==> config.mk <==
export PLATFORM = sky130hd
export DESIGN_NAME = gcpv_seq
export DESIGN_NICKNAME = d
export VERILOG_FILES = /design/src/rtl/core/gcpv_pkg.sv /design/src/rtl/core/gcpv_seq.sv
export SDC_FILE = /design/constraint.sdc
export NUM_CORES = 1
export LEC_CHECK = 0
export BUFFER_PORTS_ARGS = -buffer_cell sky130_fd_sc_hd__buf_2
export CAP_MARGIN = 20
export CORE_UTILIZATION = 62
export CTS_CLUSTER_DIAMETER = 150
export DETAILED_ROUTE_END_ITERATION = 10
export GPL_TIMING_DRIVEN = 0
export PLACE_DENSITY = 0.93
export SLEW_MARGIN = 20
export SYNTH_ARGS = -nofsm -noshare
export SYNTH_HDL_FRONTEND = slang
export SYNTH_SLANG_ARGS = --single-unit
==> constraint.sdc <==
create_clock -name clk_i -period 7.55 [get_ports clk_i]
set_clock_uncertainty 0.2 [all_clocks]
set_input_delay 0.755 -clock clk_i [delete_from_list [all_inputs] [get_ports clk_i]]
set_output_delay 0.755 -clock clk_i [all_outputs]
set_load 0.05 [all_outputs]
==> src/rtl/core/gcpv_pkg.sv <==
// package: request and result words, command codes and sequencer states
package gcpv_pkg;

  // frame store geometry, powers of two so that wrapping is a mask
  localparam int FRAME_WIDTH  = 1024;
  localparam int FRAME_HEIGHT = 512;

  typedef enum logic [1:0] {
    REQ_GP0  = 2'd0,
    REQ_GP1  = 2'd1,
    REQ_STAT = 2'd2,
    REQ_PEEK = 2'd3
  } req_e;

  typedef struct packed {
    logic [1:0]  req_type;
    logic [31:0] bus_word;
    logic [9:0]  peek_x;
    logic [8:0]  peek_y;
  } req_t;

  typedef struct packed {
    logic [31:0] read_data;
    logic        copy_active;
    logic [1:0]  args_pending;
    logic        display_on;
    logic [9:0]  disp_start_x;
    logic [8:0]  disp_start_y;
    logic [11:0] hrange_start;
    logic [11:0] hrange_end;
    logic [9:0]  vrange_start;
    logic [9:0]  vrange_end;
    logic [6:0]  mode_bits;
  } rsp_t;

  typedef enum logic [2:0] {
    ST_IDLE,
    ST_PIX0,
    ST_PIX1,
    ST_FILL,
    ST_CLEAR,
    ST_PEEK,
    ST_DONE,
    ST_INIT
  } state_e;

  // memory write/read request from the sequencer to the frame store
  typedef struct packed {
    logic        we;
    logic [9:0]  wx;
    logic [8:0]  wy;
    logic [15:0] wdata;
    logic [9:0]  rx;
    logic [8:0]  ry;
  } mem_req_t;

  localparam logic [31:0] STATUS_WORD = 32'h1C00_0000;
  localparam logic [7:0]  OP_FILL     = 8'h02;
  localparam logic [7:0]  OP_COPY     = 8'hA0;
  localparam logic [7:0]  GP1_RESET   = 8'h00;
  localparam logic [7:0]  GP1_DISP_EN = 8'h03;
  localparam logic [7:0]  GP1_START   = 8'h05;
  localparam logic [7:0]  GP1_HRANGE  = 8'h06;
  localparam logic [7:0]  GP1_VRANGE  = 8'h07;
  localparam logic [7:0]  GP1_MODE    = 8'h08;
  localparam logic [11:0] H_START_RST = 12'h260;
  localparam logic [11:0] H_END_RST   = 12'hC60;
  localparam logic [9:0]  V_START_RST = 10'h010;
  localparam logic [9:0]  V_END_RST   = 10'h100;

endpackage

==> src/rtl/core/gcpv_seq.sv <==
// sequencer: command decode, argument capture, fill/copy/clear address stepping
module gcpv_seq (
  input  logic               clk_i,
  input  logic               rst_ni,
  input  logic               start_i,
  input  gcpv_pkg::req_t     req_i,
  input  logic [15:0]        rdata_i,
  output logic               busy_o,
  output logic               done_o,
  output gcpv_pkg::rsp_t     rsp_o,
  output gcpv_pkg::mem_req_t mem_o
);
  import gcpv_pkg::*;

  localparam int XW = $clog2(FRAME_WIDTH);
  localparam int YW = $clog2(FRAME_HEIGHT);
  localparam logic [9:0] XMAX = 10'(FRAME_WIDTH - 1);
  localparam logic [8:0] YMAX = 9'(FRAME_HEIGHT - 1);

  state_e state_q, state_d;
  logic [31:0] cmd_q, arg0_q;
  logic [1:0]  wanted_q, got_q;
  logic        xon_q;
  logic [9:0]  xx_q, xw_q, xcol_q;
  logic [8:0]  xy_q, xh_q, xrow_q;
  logic [31:0] word_q;
  logic [31:0] rd_q;
  logic        dsp_en_q;
  logic [9:0]  dsx_q;
  logic [8:0]  dsy_q;
  logic [11:0] hs_q, he_q;
  logic [9:0]  vs_q, ve_q;
  logic [6:0]  mode_q;
  // fill / clear walker
  logic [9:0]  fx0_q, fw_q, fj_q;
  logic [8:0]  fy0_q, fh_q, fi_q;
  logic [15:0] fc_q;
  logic [18:0] clr_q;

  logic [7:0] op_w;
  assign op_w = req_i.bus_word[31:24];

  // copy step helpers
  logic [9:0]  col_inc;
  logic [8:0]  row_inc;
  logic        col_wrap, row_end;
  assign col_inc  = xcol_q + 10'd1;
  assign col_wrap = ({1'b0, col_inc} >= {1'b0, xw_q});
  assign row_inc  = xrow_q + 9'd1;
  assign row_end  = col_wrap && (row_inc >= xh_q);

  // fill width from the size word, rounded up to 16
  logic [10:0] fw_raw;
  logic [10:0] fw_rnd;
  assign fw_raw = {1'b0, req_i.bus_word[9:0]};

  logic fj_last, fi_last;
  assign fj_last = ({1'b0, fj_q} + 11'd1) >= {fw_q == 10'd0, fw_q};
  assign fi_last = (fi_q + 9'd1) >= fh_q;
  logic clr_last;
  assign clr_last = (clr_q == 19'((FRAME_WIDTH*FRAME_HEIGHT) - 1));

  always_comb begin
    state_d = state_q;
    case (state_q)
      ST_IDLE: if (start_i) begin
        state_d = ST_DONE;
        case (req_i.req_type)
          REQ_GP0: begin
            if (xon_q) state_d = ST_PIX0;
          end
          REQ_GP1: if (op_w == GP1_RESET) state_d = ST_CLEAR;
          REQ_PEEK: state_d = ST_PEEK;
          default: state_d = ST_DONE;
        endcase
      end
      ST_PIX0:  state_d = (row_end || !xon_q) ? ST_DONE : ST_PIX1;
      ST_PIX1:  state_d = ST_DONE;
      ST_FILL:  if (fj_last && fi_last) state_d = ST_DONE;
      ST_CLEAR: if (clr_last) state_d = ST_DONE;
      ST_INIT:  if (clr_last) state_d = ST_IDLE;
      ST_PEEK:  state_d = ST_DONE;
      ST_DONE:  state_d = ST_IDLE;
      default:  state_d = ST_IDLE;
    endcase
    // argument completion of a fill enters the walker
    if (state_q == ST_IDLE && start_i && req_i.req_type == REQ_GP0 && !xon_q &&
        wanted_q != 2'd0 && got_q == 2'd1 && cmd_q[31:24] == OP_FILL &&
        req_i.bus_word[24:16] != 9'd0 && req_i.bus_word[9:0] != 10'd0)
      state_d = ST_FILL;
  end

  // pixel reads address the store straight from the request, data lands in st_peek
  always_comb begin
    mem_o       = '0;
    mem_o.rx    = req_i.peek_x;
    mem_o.ry    = req_i.peek_y;
    case (state_q)
      ST_PIX0: begin
        mem_o.we    = xon_q;
        mem_o.wx    = 10'(11'(xx_q) + 11'(xcol_q)) & XMAX;
        mem_o.wy    = 9'(10'(xy_q) + 10'(xrow_q)) & YMAX;
        mem_o.wdata = word_q[15:0];
      end
      ST_PIX1: begin
        mem_o.we    = xon_q;
        mem_o.wx    = 10'(11'(xx_q) + 11'(xcol_q)) & XMAX;
        mem_o.wy    = 9'(10'(xy_q) + 10'(xrow_q)) & YMAX;
        mem_o.wdata = word_q[31:16];
      end
      ST_FILL: begin
        mem_o.we    = 1'b1;
        mem_o.wx    = 10'(11'(fx0_q) + 11'(fj_q)) & XMAX;
        mem_o.wy    = 9'(10'(fy0_q) + 10'(fi_q)) & YMAX;
        mem_o.wdata = fc_q;
      end
      ST_CLEAR, ST_INIT: begin
        mem_o.we    = 1'b1;
        mem_o.wx    = 10'(clr_q[XW-1:0]);
        mem_o.wy    = 9'(clr_q[XW+YW-1:XW]);
      end
      default: ;
    endcase
  end

  assign fw_rnd = (fw_raw + 11'd15) & 11'h7F0;

  always_ff @(posedge clk_i or negedge rst_ni) begin
    if (!rst_ni) begin
      state_q <= ST_INIT;
      cmd_q <= '0; arg0_q <= '0; wanted_q <= '0; got_q <= '0;
      xon_q <= 1'b0; xx_q <= '0; xw_q <= '0; xcol_q <= '0;
      xy_q <= '0; xh_q <= '0; xrow_q <= '0;
      dsp_en_q <= 1'b0; dsx_q <= '0; dsy_q <= '0;
      hs_q <= H_START_RST; he_q <= H_END_RST;
      vs_q <= V_START_RST; ve_q <= V_END_RST; mode_q <= '0;
      fi_q <= '0; fj_q <= '0; clr_q <= '0;
      fx0_q <= '0; fy0_q <= '0; fw_q <= '0; fh_q <= '0; fc_q <= '0;
      word_q <= '0;
      rd_q <= '0;
    end else begin
      state_q <= state_d;
      case (state_q)
        ST_IDLE: if (start_i) begin
          word_q <= req_i.bus_word;
          rd_q   <= (req_i.req_type == REQ_STAT) ? STATUS_WORD : 32'd0;
          fi_q <= '0; fj_q <= '0; clr_q <= '0;
          case (req_i.req_type)
            REQ_GP0: if (!xon_q) begin
              if (wanted_q != 2'd0) begin
                if (got_q == 2'd0) begin
                  arg0_q <= req_i.bus_word;
                  got_q  <= 2'd1;
                end else begin
                  wanted_q <= '0;
                  got_q    <= '0;
                  if (cmd_q[31:24] == OP_FILL) begin
                    fc_q  <= {1'b0, cmd_q[23:19], cmd_q[15:11], cmd_q[7:3]};
                    fx0_q <= arg0_q[9:0] & 10'h3F0;
                    fy0_q <= arg0_q[24:16];
                    fw_q  <= fw_rnd[9:0];
                    fh_q  <= req_i.bus_word[24:16];
                  end else begin
                    xx_q <= arg0_q[9:0]; xy_q <= arg0_q[24:16];
                    xw_q <= req_i.bus_word[9:0]; xh_q <= req_i.bus_word[24:16];
                    xcol_q <= '0; xrow_q <= '0;
                    xon_q <= (req_i.bus_word[9:0] != 10'd0) &&
                             (req_i.bus_word[24:16] != 9'd0);
                  end
                end
              end else if (op_w == OP_FILL || op_w == OP_COPY) begin
                cmd_q <= req_i.bus_word; wanted_q <= 2'd2; got_q <= '0;
              end
            end
            REQ_GP1: begin
              case (op_w)
                GP1_RESET: begin
                  cmd_q <= '0; arg0_q <= '0; wanted_q <= '0; got_q <= '0;
                  xon_q <= 1'b0; xx_q <= '0; xw_q <= '0; xcol_q <= '0;
                  xy_q <= '0; xh_q <= '0; xrow_q <= '0;
                  dsp_en_q <= 1'b0; dsx_q <= '0; dsy_q <= '0;
                  hs_q <= H_START_RST; he_q <= H_END_RST;
                  vs_q <= V_START_RST; ve_q <= V_END_RST; mode_q <= '0;
                end
                GP1_DISP_EN: dsp_en_q <= ~req_i.bus_word[0];
                GP1_START: begin
                  dsx_q <= req_i.bus_word[9:0]; dsy_q <= req_i.bus_word[18:10];
                end
                GP1_HRANGE: begin
                  hs_q <= req_i.bus_word[11:0]; he_q <= req_i.bus_word[23:12];
                end
                GP1_VRANGE: begin
                  vs_q <= req_i.bus_word[9:0]; ve_q <= req_i.bus_word[19:10];
                end
                GP1_MODE: mode_q <= req_i.bus_word[6:0];
                default: ;
              endcase
            end
            default: ;
          endcase
        end
        ST_PIX0, ST_PIX1: if (xon_q) begin
          xcol_q <= col_wrap ? 10'd0 : col_inc;
          if (col_wrap) begin
            xrow_q <= row_inc;
            if (row_inc >= xh_q) xon_q <= 1'b0;
          end
        end
        ST_FILL: begin
          fj_q <= fj_last ? 10'd0 : fj_q + 10'd1;
          if (fj_last) fi_q <= fi_q + 9'd1;
        end
        ST_CLEAR, ST_INIT: clr_q <= clr_q + 19'd1;
        ST_PEEK:  rd_q  <= {16'd0, rdata_i};
        default: ;
      endcase
    end
  end

  assign busy_o = (state_q != ST_IDLE);
  assign done_o = (state_q == ST_DONE);

  always_comb begin
    rsp_o.read_data    = rd_q;
    rsp_o.copy_active  = xon_q;
    rsp_o.args_pending = wanted_q - got_q;
    rsp_o.display_on   = dsp_en_q;
    rsp_o.disp_start_x = dsx_q;
    rsp_o.disp_start_y = dsy_q;
    rsp_o.hrange_start = hs_q;
    rsp_o.hrange_end   = he_q;
    rsp_o.vrange_start = vs_q;
    rsp_o.vrange_end   = ve_q;
    rsp_o.mode_bits    = mode_q;
  end

  a_done_once: assert property (@(posedge clk_i) disable iff (!rst_ni)
    done_o |=> !done_o) else $error("done held");
  a_args: assert property (@(posedge clk_i) disable iff (!rst_ni)
    got_q <= wanted_q) else $error("args over");
  a_xfer_args: assert property (@(posedge clk_i) disable iff (!rst_ni)
    xon_q |-> wanted_q == 2'd0) else $error("copy with args");
  a_fill_we: assert property (@(posedge clk_i) disable iff (!rst_ni)
    state_q == ST_FILL |-> mem_o.we) else $error("fill no write");
endmodule

==> metrics.md, run 1 <==
| Metric | Value |
|---|---|
| Status | `completed` |
| Via count | `14169` |
| Starting Density | `63.1%` |
| Final Max Slew Viols | `0` |
| MaxCap Viol Count | `0` |
| # IOs | `235` |
| # placed instances | `2161` |
| Row cnt | `58` |
| Final Setup Violations | `0` |
| Placed inst area | `0.0174 mm^2` |
| Final Hold Viols | `0` |
| Reg2Reg Depth | `11` |
| Share of the yosys chip area belonging to registers | `48.6%` |
| Max-Slew Margin vs Limit | `27.1%` |
| Fraction of synthesized cell area in xor and xnor cells | `3.47%` |
| Synthesized instance count | `1621` |
| Sequential Power Share | `37.6%` |
| Synth Cell Area | `0.0159 mm^2` |
| Number of synthesized flops with an enable pin | `0` |
| CTS tree | `built` |
| Met3 usage | `9.98%` |
| Initial antenna violation count | `1` |
| CTS clock-pin slew for the worst setup and hold paths | `70 ps` |
| DRT antenna net count | `0` |
| Most common cell after layout, fill and taps aside | `nand2_1` |
| Share of layout cells above drive strength 1 | `20.4%` |
| Die width | `162 um` |
| Vias in the first global route | `14327` |
| Largest net degree at the start of global routing | `100` |
| Finished Cell Area | `0.0185 mm^2` |
| Layer with the highest usage | `met2` |
| GR Util met1 | `46.0%` |
| Clock Path Buffers | `3` |
| WS Path Type | `register to output pin` |
| Aggregate global-route resource usage | `37.5%` |
| Yosys warnings | `0` |
| Half-perimeter wire length after placement | `34600 um` |
| Power per cell area | `319 mW/mm^2` |
| Initial drt markers | `1648` |
| Number of buffers created by CTS | `31` |
| Post-cts sizing count | `0` |
| Die height | `162 um` |
| Crit path DAT | `3770 ps` |
| Pre-CTS setup slack | `3560 ps` |
| Largest family of logic cells by synthesized area | `compound AO/OA/AOI/OAI gates` |
| WL/cell | `22.0 um` |
| Combinational power share | `34.2%` |
| Main synth FF type | `dfrtp_1` |
| Worst setup SP type | `register` |
| Die area | `0.0263 mm^2` |
| VDD IR max | `0.266 mV` |
| Number of synthesized register bits | `308` |
| Setup Total Neg Slack | `0 ps` |
| Worst hold slack | `193 ps` |
| Core area | `0.0252 mm^2` |
| Post-synthesis cell type count | `76` |
| Crit. Startpoint | `fi_q[0]$_DFFE_PN0P_` |
| Most frequent cells in the layout | `nand2_1 (297), dfrtp_1 (296), buf_2 (197)` |
| Total length of routed wires | `48900 um` |
| Post-layout net count | `2013` |
| Mean post-synth cell area | `9.80 um^2` |
| Worst-Skew Late Latency | `590 ps` |
| Adder-cell area share of the yosys netlist | `6.17%` |
| Sw Ratio | `40.4%` |
| Setup bufs post-CTS | `0` |
| Max frequency | `0.212 GHz` |
| Finished Layout Cells | `2220` |
| First-pass GRT wire length | `75900 um` |
| H-tree depth | `1` |
| Least-Margin Pin Slew | `1090 ps` |
| Pint | `3520 uW` |
| M2 GR Usage | `59.9%` |
| Crit path capture type | `output pin` |
| Sw Pwr | `2390 uW` |
| Hold Path Class | `input pin to register` |
| Setup ws final | `2820 ps` |
| Clk sink count | `308` |
| Reg2Reg Launch Point | `fj_q[0]$_DFFE_PN0P_` |
| Final period util | `62.6%` |
| Via density | `6.38` |
| DR pass1 iterations | `6` |
| Leakage power | `0.00939 uW` |
| R2R setup slack | `3610 ps` |
| # port buffers | `195` |
| Mux cell area share after synthesis | `5.22%` |
| Ys async rst share | `100%` |
| RD Place Congestion | `0.949` |
| Remaining DRCs | `0` |
| CP endpoint | `mem_o[43]` |
| Clock root buffer | `clkbuf_16` |
| RSZ-0062 raised after global routing | `false` |
| Overflow after GRT | `0` |
| Reg-to-reg endpoint | `fi_q[7]$_DFFE_PN0P_` |
| Worst Path Max Fanout | `7` |
| Post-synthesis simple-gate area fraction | `14.7%` |
| Area added between synthesis and finish | `16.7%` |
| Final min period | `4730 ps` |
| Required time of the worst setup path | `6590 ps` |
| Ant diodes | `0` |
| Clk network pwr share | `28.2%` |
| Compound-Gate Fraction of Synth Area | `16.7%` |
-- timing repair --
action	4_1_cts	5_1_grt
hold buffers	1	0
endpoints found under the setup margin	0	0
endpoints found under the hold margin	51	0
-- cell usage after synthesis, drive strengths merged, types with 5 or more instances --
library cell    n  area (um^2)
a21o           14          105
a21oi          49          245
a22o           75          657
a22oi          25          188
a31oi           9         56.3
a32o            6         60.1
and2           15         93.8
and3           14         87.6
buf            47          330
clkbuf         73          274
dfrtp         296         7410
dfstp          12          315
ha             72          901
inv            55          206
mux2           63          709
mux2i          12          120
nand2         297         1110
nand2b         12         75.1
nand3          45          225
nand4           7         43.8
nor2           79          297
nor2b           9         56.3
nor3            8         40.0
nor3b           5         42.5
nor4            7         50.1
o211ai          5         37.5
o21a            7         52.6
o21ai         156          785
o22a            6         52.6
or2             6         37.5
xnor2          34          298
xor2           29          254
-- area by class of cell --
class                      count  area, um^2
buffer                       120         604
clock buffer                  42         897
clock inverter                16         213
fill                        1620        6640
inverter                      56         210
multi-input combinational   1149        7400
sequential                   308        7720
tap                          330         413
timing repair buffer         199        1080
-- power groups by stage --
stage	registers [uW]	clock network, uW	logic (uW)
floorplan	2280	0	1250
global placement	2200	0	1850
detailed placement	2220	0	1930
CTS	2200	1660	1970
global route	2240	1720	2160
finish	2220	1670	2020
-- critical path, cell delays in order, from the launching register on --
cell,delay (ps)
dfrtp_1,490
ha_1,270
fa_1,420
a21oi_1,220
nor2_1,70
a2111oi_0,650
a21oi_1,190
xnor2_1,390
a211o_1,220
buf_2,270
-- flip-flops by register name (all words and copies together), names as in the netlist, 12 cells and up --
signal / count
clr_q: 19
rd_q: 17
arg0_q: 19
cmd_q: 23
he_q: 12
word_q: 32
fc_q: 15
hs_q: 12
-- worst min path at each step --
stage / start / end / slack [ps] / depth (start not counted)
2_1_floorplan: word_q[16]$_DFFE_PN0N_ / word_q[16]$_DFFE_PN0N_ / 240 / 2
5_1_grt: rdata_i[6] / rd_q[6]$_DFFE_PN0P_ / 200 / 2
6_report: rdata_i[12] / rd_q[12]$_DFFE_PN0P_ / 190 / 2
3_3_place_gp: word_q[23]$_DFFE_PN0N_ / word_q[23]$_DFFE_PN0N_ / 250 / 2
4_1_cts: rdata_i[12] / rd_q[12]$_DFFE_PN0P_ / 190 / 2
3_5_place_dp: word_q[31]$_DFFE_PN0N_ / word_q[31]$_DFFE_PN0N_ / 260 / 2
-- per-layer routing --
| layer | wire length, um | share of wire [%] | vias up |
|---|---|---|---|
| met5 | 8 | 0.016 | - |
| met4 | 3050 | 6.2 | 2 |
| met3 | 5330 | 11 | 242 |
| met2 | 22500 | 46 | 963 |
| met1 | 18100 | 37 | 6835 |
| li1 | - | - | 6127 |
-- per-stage QoR --
stage | utilization (%) | power (uW)
3_5_place_dp | 69.2 | 4150
4_1_cts | 73.6 | 5830
6_report | 73.6 | 5910
5_1_grt | 73.6 | 6120
3_3_place_gp | 68.8 | 4050
2_1_floorplan | - | 3530
-- logic make-up (layout without fill, tap and decap cells) --
group	after synthesis	count (layout)
buf+inv	176	433
other cells	1	13
flops	308	308
fa+ha+maj	76	76
mux	75	75
simple gates	523	523
xor+xnor	63	63
compound gates	399	399
No activity file was read; power rests on OpenSTA's default activity.
==> run 2: changes to the inputs <==
--- a/config.mk
+++ b/config.mk
@@ -5,13 +5,14 @@
 export SDC_FILE = /design/constraint.sdc
 export NUM_CORES = 1
 export LEC_CHECK = 0
+export ABC_AREA = 1
 export BUFFER_PORTS_ARGS = -buffer_cell sky130_fd_sc_hd__buf_2
 export CAP_MARGIN = 20
-export CORE_UTILIZATION = 62
+export CORE_UTILIZATION = 52
 export CTS_CLUSTER_DIAMETER = 150
 export DETAILED_ROUTE_END_ITERATION = 10
 export GPL_TIMING_DRIVEN = 0
-export PLACE_DENSITY = 0.93
+export PLACE_DENSITY = 0.83
 export SLEW_MARGIN = 20
 export SYNTH_ARGS = -nofsm -noshare
 export SYNTH_HDL_FRONTEND = slang
==> constraint.sdc (replaced) <==
create_clock -name clk_i -period 3.95 [get_ports clk_i]
set_clock_uncertainty 0.2 [all_clocks]
set_input_delay 0.395 -clock clk_i [delete_from_list [all_inputs] [get_ports clk_i]]
set_output_delay 0.395 -clock clk_i [all_outputs]
set_load 0.05 [all_outputs]
==> metrics.md, run 2 <==
| Metric | Value |
|---|---|
| Status | `completed` |
| Largest net degree at the start of global routing | `99` |
| Mean post-synth cell area | `8.08 um^2` |
| R2R setup slack | `420 ps` |
| Setup ws final | `301 ps` |
| Pint | `5240 uW` |
| CTS tree | `built` |
| Ys async rst share | `100%` |
| Final Setup Violations | `0` |
| Share of layout cells above drive strength 1 | `16.3%` |
| Initial antenna violation count | `0` |
| Clk network pwr share | `49.4%` |
| Max reg flops | `32` |
| Post-synthesis cell type count | `50` |
| H-tree depth | `2` |
| Top Registers | `word_q x32, cmd_q x23` |
| Sw Pwr | `1640 uW` |
| Via density | `5.70` |
| Final Max Slew Viols | `0` |
| # port buffers | `202` |
| Vias in the first global route | `15359` |
| Crit path capture type | `output pin` |
| Ant diodes | `0` |
| CP max-delay cell | `dfstp_2` |
| MaxCap Viol Count | `0` |
| Yosys warnings | `0` |
| Reg-to-reg endpoint | `fi_q[4]$_DFFE_PN0P_` |
| Least-Margin Pin Slew | `816 ps` |
| Finished Layout Cells | `2740` |
| Half-perimeter wire length after placement | `36400 um` |
| Required time of the worst setup path | `3360 ps` |
| Sequential Power Share | `45.9%` |
| Leakage power | `0.0103 uW` |
| Setup Total Neg Slack | `0 ps` |
| Register area | `0.00772 mm^2` |
| Max-Slew Margin vs Limit | `45.6%` |
| RD Place Congestion | `0.942` |
| Pre-CTS setup slack | `559 ps` |
| Most flop-heavy register | `word_q` |
| Post-cts sizing count | `0` |
| Compound-Gate Fraction of Synth Area | `12.8%` |
| Worst hold stages | `3` |
| Die width | `179 um` |
| Total length of routed wires | `51200 um` |
| Worst setup SP type | `register` |
| Synth top area share | `45.3%` |
| Area added between synthesis and finish | `19.9%` |
| DR pass1 iterations | `9` |
| Row cnt | `64` |
| # IOs | `235` |
| VDD IR max | `0.325 mV` |
| Final min period | `3650 ps` |
| Reg2Reg Launch Point | `fj_q[1]$_DFFE_PN0P_` |
| Die height | `179 um` |
| Sw Ratio | `23.8%` |
| Final period util | `92.4%` |
| Combinational power share | `4.7%` |
| Final Hold Viols | `0` |
| Most frequent cells in the layout | `nand2_1 (512), dfrtp_1 (296), inv_1 (245)` |
| Fraction of synthesized cell area in xor and xnor cells | `2.20%` |
| Adder-cell area share of the yosys netlist | `6.00%` |
| WS Path Type | `register to output pin` |
| Clock Path Buffers | `3` |
| Synthesized instance count | `2025` |
| Reg2Reg Depth | `16` |
| WL/cell | `18.7 um` |
| Mux cell area share after synthesis | `0%` |
| Hold path endpoint | `dsx_q[4]$_DFFE_PN0P_` |
| Max incr delay on CP | `590 ps` |
| Starting Density | `53.2%` |
| Placed inst area | `0.0180 mm^2` |
| Clk sink count | `308` |
| Number of buffers created by CTS | `34` |
| First-pass GRT wire length | `80500 um` |
| Post-layout net count | `2468` |
| Worst Path Max Fanout | `10` |
| Main synth FF type | `dfrtp_1` |
| Post-synthesis simple-gate area fraction | `22.2%` |
| Max frequency | `0.274 GHz` |
| Via count | `15628` |
| Largest family of logic cells by synthesized area | `simple AND/OR/NAND/NOR gates` |
| Commonest cells in the netlist | `nand2_1 (512), dfrtp_1 (296), inv_1 (245)` |
| Synth Cell Area | `0.0164 mm^2` |
| Clock root buffer | `clkbuf_16` |
| Top area cells in the synthesized netlist | `dfrtp_1 (45%), nand2_1 (12%), o21ai_0 (6.6%)` |
| CTS clock-pin slew for the worst setup and hold paths | `60 ps` |
| RSZ-0062 raised after global routing | `false` |
| Crit path DAT | `3050 ps` |
| Min-Delay Startpoint | `req_i[23]` |
| Most common cell after layout, fill and taps aside | `nand2_1` |
| Die area | `0.0322 mm^2` |
| Core area | `0.0307 mm^2` |
| Share of the yosys chip area belonging to registers | `47.2%` |
| Power per cell area | `351 mW/mm^2` |
| Worst-Skew Late Latency | `550 ps` |
| Hold Path Class | `input pin to register` |
| Number of synthesized register bits | `308` |
| Number of synthesized flops with an enable pin | `0` |
| Overflow after GRT | `0` |
| Worst-path cell chain | `inv_1 -> nor2_4 -> nand2_2 -> inv_1 -> clkbuf_1 -> nand2_1 -> nand2_1 -> buf_2` |
| Multi-input logic area | `0.00711 mm^2` |
| Area leader, netlist | `dfrtp_1` |
| Finished Cell Area | `0.0196 mm^2` |
| DRT antenna net count | `0` |
| Filler Cell Count | `2551` |
| Initial drt markers | `1487` |
| # placed instances | `2638` |
| Hold_buf cts | `42` |
| Remaining DRCs | `0` |
| Aggregate global-route resource usage | `32.4%` |
| Most frequent cell after synthesis | `nand2_1` |
| Setup bufs post-CTS | `0` |
[run 2: power by group through the flow]
stage / Clock (uW) / Combinational [uW] / Sequential, uW
2_1_floorplan: 0 / 134 / 3210
3_3_place_gp: 0 / 275 / 3210
3_5_place_dp: 0 / 290 / 3210
4_1_cts: 3420 / 324 / 3150
5_1_grt: 3540 / 354 / 3150
6_report: 3400 / 326 / 3150
[run 2: layout make-up]
class / instances / share of cell area (%)
clock inverter: 19 / 1.31
buffer: 107 / 3.05
inverter: 258 / 4.96
tap: 396 / 2.53
timing repair buffer: 247 / 7.77
multi-input combinational: 1364 / 36.2
sequential: 308 / 39.4
clock buffer: 41 / 4.78
[run 2: worst max-delay path by stage]
stage | start | end | slack, ps | cells past startpoint
2_1_floorplan | xcol_q[0]$_DFFE_PN0P_ | mem_o[50] | 740 | 11
4_1_cts | state_q[1]$_DFFE_PN1P_ | mem_o[46] | 390 | 8
6_report | state_q[0]$_DFFE_PN1P_ | mem_o[27] | 300 | 8
3_3_place_gp | rst_ni | cmd_q[26]$_DFFE_PN0P_ | -3340 | 1
5_1_grt | fj_q[1]$_DFFE_PN0P_ | fi_q[7]$_DFFE_PN0P_ | 110 | 16
3_5_place_dp | fj_q[1]$_DFFE_PN0P_ | fi_q[4]$_DFFE_PN0P_ | 560 | 16
[run 2: cells by family (layout without fill, tap and decap cells)]
logic type / count (synthesis) / in the layout
AOI/OAI and AO/OA: 381 / 381
DFF: 308 / 308
and+or+nand+nor: 853 / 853
xor gates and xnor gates: 41 / 41
other: 1 / 13
adders and majority gates: 76 / 76
buffers and inverters: 365 / 672
[run 2: worst max-delay path, delay by kind of cell, from the launching register on]
| kind | cells | cell delay, ps |
|---|---|---|
| and+or+nand+nor | 4 | 730 |
| buffers and inverters | 4 | 1170 |
| DFF | 1 | 590 |
[run 2: metrics by stage]
stage	hold WS, ps	util, %	total power, uW
2_1_floorplan	-101	-	3350
3_3_place_gp	248	58.2	3490
3_5_place_dp	137	58.5	3500
4_1_cts	0.0537	63.8	6900
5_1_grt	11.0	63.8	7050
6_report	8.19	63.8	6880
[run 2: routing by layer]
layer	share of wire (%)	vias up	track usage (%)
met3	8.5	165	6.14
met5	0	-	0
met2	47	814	52.9
li1	-	7136	-
met4	4.6	0	14.6
met1	40	7513	42.0
==> run 3: changes to the inputs <==
--- a/config.mk
+++ b/config.mk
@@ -8,6 +8,7 @@
 export ABC_AREA = 1
 export BUFFER_PORTS_ARGS = -buffer_cell sky130_fd_sc_hd__buf_2
 export CAP_MARGIN = 20
+export CORE_MARGIN = 2
 export CORE_UTILIZATION = 52
 export CTS_CLUSTER_DIAMETER = 150
 export DETAILED_ROUTE_END_ITERATION = 10
==> constraint.sdc (replaced) <==
create_clock -name clk_i -period 3.95 [get_ports clk_i]
set_clock_uncertainty 0.2 [all_clocks]
set_input_delay 0.1975 -clock clk_i [delete_from_list [all_inputs] [get_ports clk_i]]
set_output_delay 0.1975 -clock clk_i [all_outputs]
set_load 0.05 [all_outputs]
==> metrics.md, run 3 (same netlist as run 2, synthesis figures left out) <==
| Metric | Value |
|---|---|
| Status | `completed` |
| Crit-path most repeated cell | `nand2_1` |
| Max-Slew Margin vs Limit | `39.1%` |
| Max reg flops | `32` |
| CTS clock-pin slew for the worst setup and hold paths | `60 ps` |
| Setup ws final | `372 ps` |
| WS Path Type | `register to register` |
| Area added between synthesis and finish | `20.3%` |
| Max frequency | `0.279 GHz` |
| H-tree depth | `2` |
| Number of buffers created by CTS | `34` |
| # placed instances | `2639` |
| Worst Path Max Fanout | `10` |
| Die width | `181 um` |
| Largest net degree at the start of global routing | `97` |
| Initial antenna violation count | `0` |
| Most flop-heavy register | `word_q` |
| Final Hold Viols | `0` |
| Half-perimeter wire length after placement | `36900 um` |
| Overflow after GRT | `0` |
| Final min period | `3580 ps` |
| Crit path capture type | `register` |
| Via count | `15534` |
| Crit path DAT | `3810 ps` |
| Finished Layout Cells | `2750` |
| Least-Margin Pin Slew | `913 ps` |
| Total length of routed wires | `50500 um` |
| Post-layout net count | `2480` |
| Top Registers | `word_q x32, cmd_q x23` |
| Final period util | `90.6%` |
| Worst-Skew Late Latency | `540 ps` |
| WL/cell | `18.4 um` |
| Crit path max-delay family | `simple AND/OR/NAND/NOR gates` |
| Final core utilization | `64.0%` |
| # port buffers | `202` |
| DR pass1 iterations | `5` |
| Clk sink count | `308` |
| First-pass GRT wire length | `81300 um` |
| Most common cell after layout, fill and taps aside | `nand2_1` |
| Vias in the first global route | `15417` |
| Max incr delay on CP | `410 ps` |
| Final Setup Violations | `0` |
| CTS tree | `built` |
| Remaining DRCs | `0` |
| Filler Cell Count | `2530` |
| Clock root buffer | `clkbuf_16` |
| Initial drt markers | `1378` |
| Setup Total Neg Slack | `0 ps` |
| Worst-path cell chain | `ha_1 -> nand2_1 -> nor4_1 -> nand3_1 -> xor2_1 -> ha_1 -> nand2_1 -> nand2_1 -> nand2_1 -> nand2_1 -> a21oi_1 -> nand2_1 -> nand2_1 -> clkbuf_1 -> nand3_1 -> o21ai_0` |
| Ant diodes | `0` |
| Row cnt | `64` |
| Final Max Slew Viols | `0` |
| RSZ-0062 raised after global routing | `false` |
| Pre-CTS setup slack | `468 ps` |
| Starting Density | `53.2%` |
| Hold Path Class | `input pin to async pin` |
| MaxCap Viol Count | `0` |
| Required time of the worst setup path | `4180 ps` |
| Die height | `181 um` |
| Power per cell area | `341 mW/mm^2` |
| Aggregate global-route resource usage | `30.9%` |
| Most frequent cells in the layout | `nand2_1 (512), dfrtp_1 (296), inv_1 (245)` |
| # IOs | `235` |
| Worst setup SP type | `register` |
| RD Place Congestion | `0.939` |
| Core area | `0.0307 mm^2` |
| Die area | `0.0329 mm^2` |
| Clock Path Buffers | `3` |
| Leakage power | `0.0103 uW` |
| Via density | `5.65` |
| Share of layout cells above drive strength 1 | `15.8%` |
| Buf/Inv on CP | `1` |
| DRT antenna net count | `0` |
| VDD IR max | `0.259 mV` |
| CP max-delay cell | `nor4_1` |
## run 3: per-layer routing
metal / global-route usage (%) / share of wire, % / up-vias / wire length (um)
met3: 5.91 / 8.7 / 145 / 4380
met1: 40.4 / 40 / 7448 / 20200
met4: 12.3 / 3.7 / 0 / 1900
met5: 0 / 0 / - / 0
li1: - / - / 7160 / -
met2: 51.1 / 48 / 781 / 24000
## run 3: area by class of cell
class,instances,area (um^2),area share [%]
flip-flops and latches,308,7720,39.2
repair buffers,259,1660,8.44
clock buffers,47,920,4.67
multi-input cells,1364,7110,36.1
inverters,258,973,4.95
clock inverters,11,199,1.01
well taps,396,495,2.52
plain buffers,107,598,3.04
## run 3: worst reg2reg max path, stage by stage, from the launching register on
cell and delay [ps]:
dfrtp_1 400, ha_1 190, nand2_1 120, nor4_1 410, nand3_1 200, xor2_1 290, ha_1 300, nand2_1 70
nand2_1 50, nand2_1 50, nand2_1 50, a21oi_1 250, nand2_1 200, nand2_1 140, clkbuf_1 360, nand3_1 110
o21ai_0 110
## run 3: final timing paths
| kind | startpoint | end | slack, ps | cells after the start |
|---|---|---|---|---|
| max | fj_q[1]$_DFFE_PN0P_ | fi_q[8]$_DFFE_PN0P_ | 370 | 16 |
| min | rst_ni | dsy_q[6]$_DFFE_PN0P_ | 110 | 3 |
| max reg2reg | fj_q[1]$_DFFE_PN0P_ | fi_q[8]$_DFFE_PN0P_ | 370 | 16 |
| min reg2reg | cmd_q[24]$_DFFE_PN0P_ | cmd_q[24]$_DFFE_PN0P_ | 260 | 2 |
| max in group asynchronous | rst_ni | state_q[0]$_DFFE_PN1P_ | 2600 | 4 |
| min in group clk_i | req_i[49] | word_q[30]$_DFFE_PN0N_ | 240 | 4 |
## run 3: repair_timing
| action | in CTS | in global routing |
|---|---|---|
| hold buffers | 53 | 0 |
| resized for setup | 0 | 0 |
| endpoints found under the hold margin | 376 | 0 |
| buffers inserted | 0 | 0 |
## run 3: report_power, final
part	switching, uW	internal (uW)	total [uW]
sequential	0	3160	3160
clock	1310	1910	3220
combinational	234	105	339
total	1550	5170	6720
## run 3: metrics by stage
step	total power (uW)	cell area, um^2	hold slack, ps
6_report	6720	19700	115
5_1_grt	6910	19700	156
4_1_cts	6750	19700	124
3_5_place_dp	3510	18000	63.8
3_3_place_gp	3490	17900	210
2_1_floorplan	3350	16400	-298
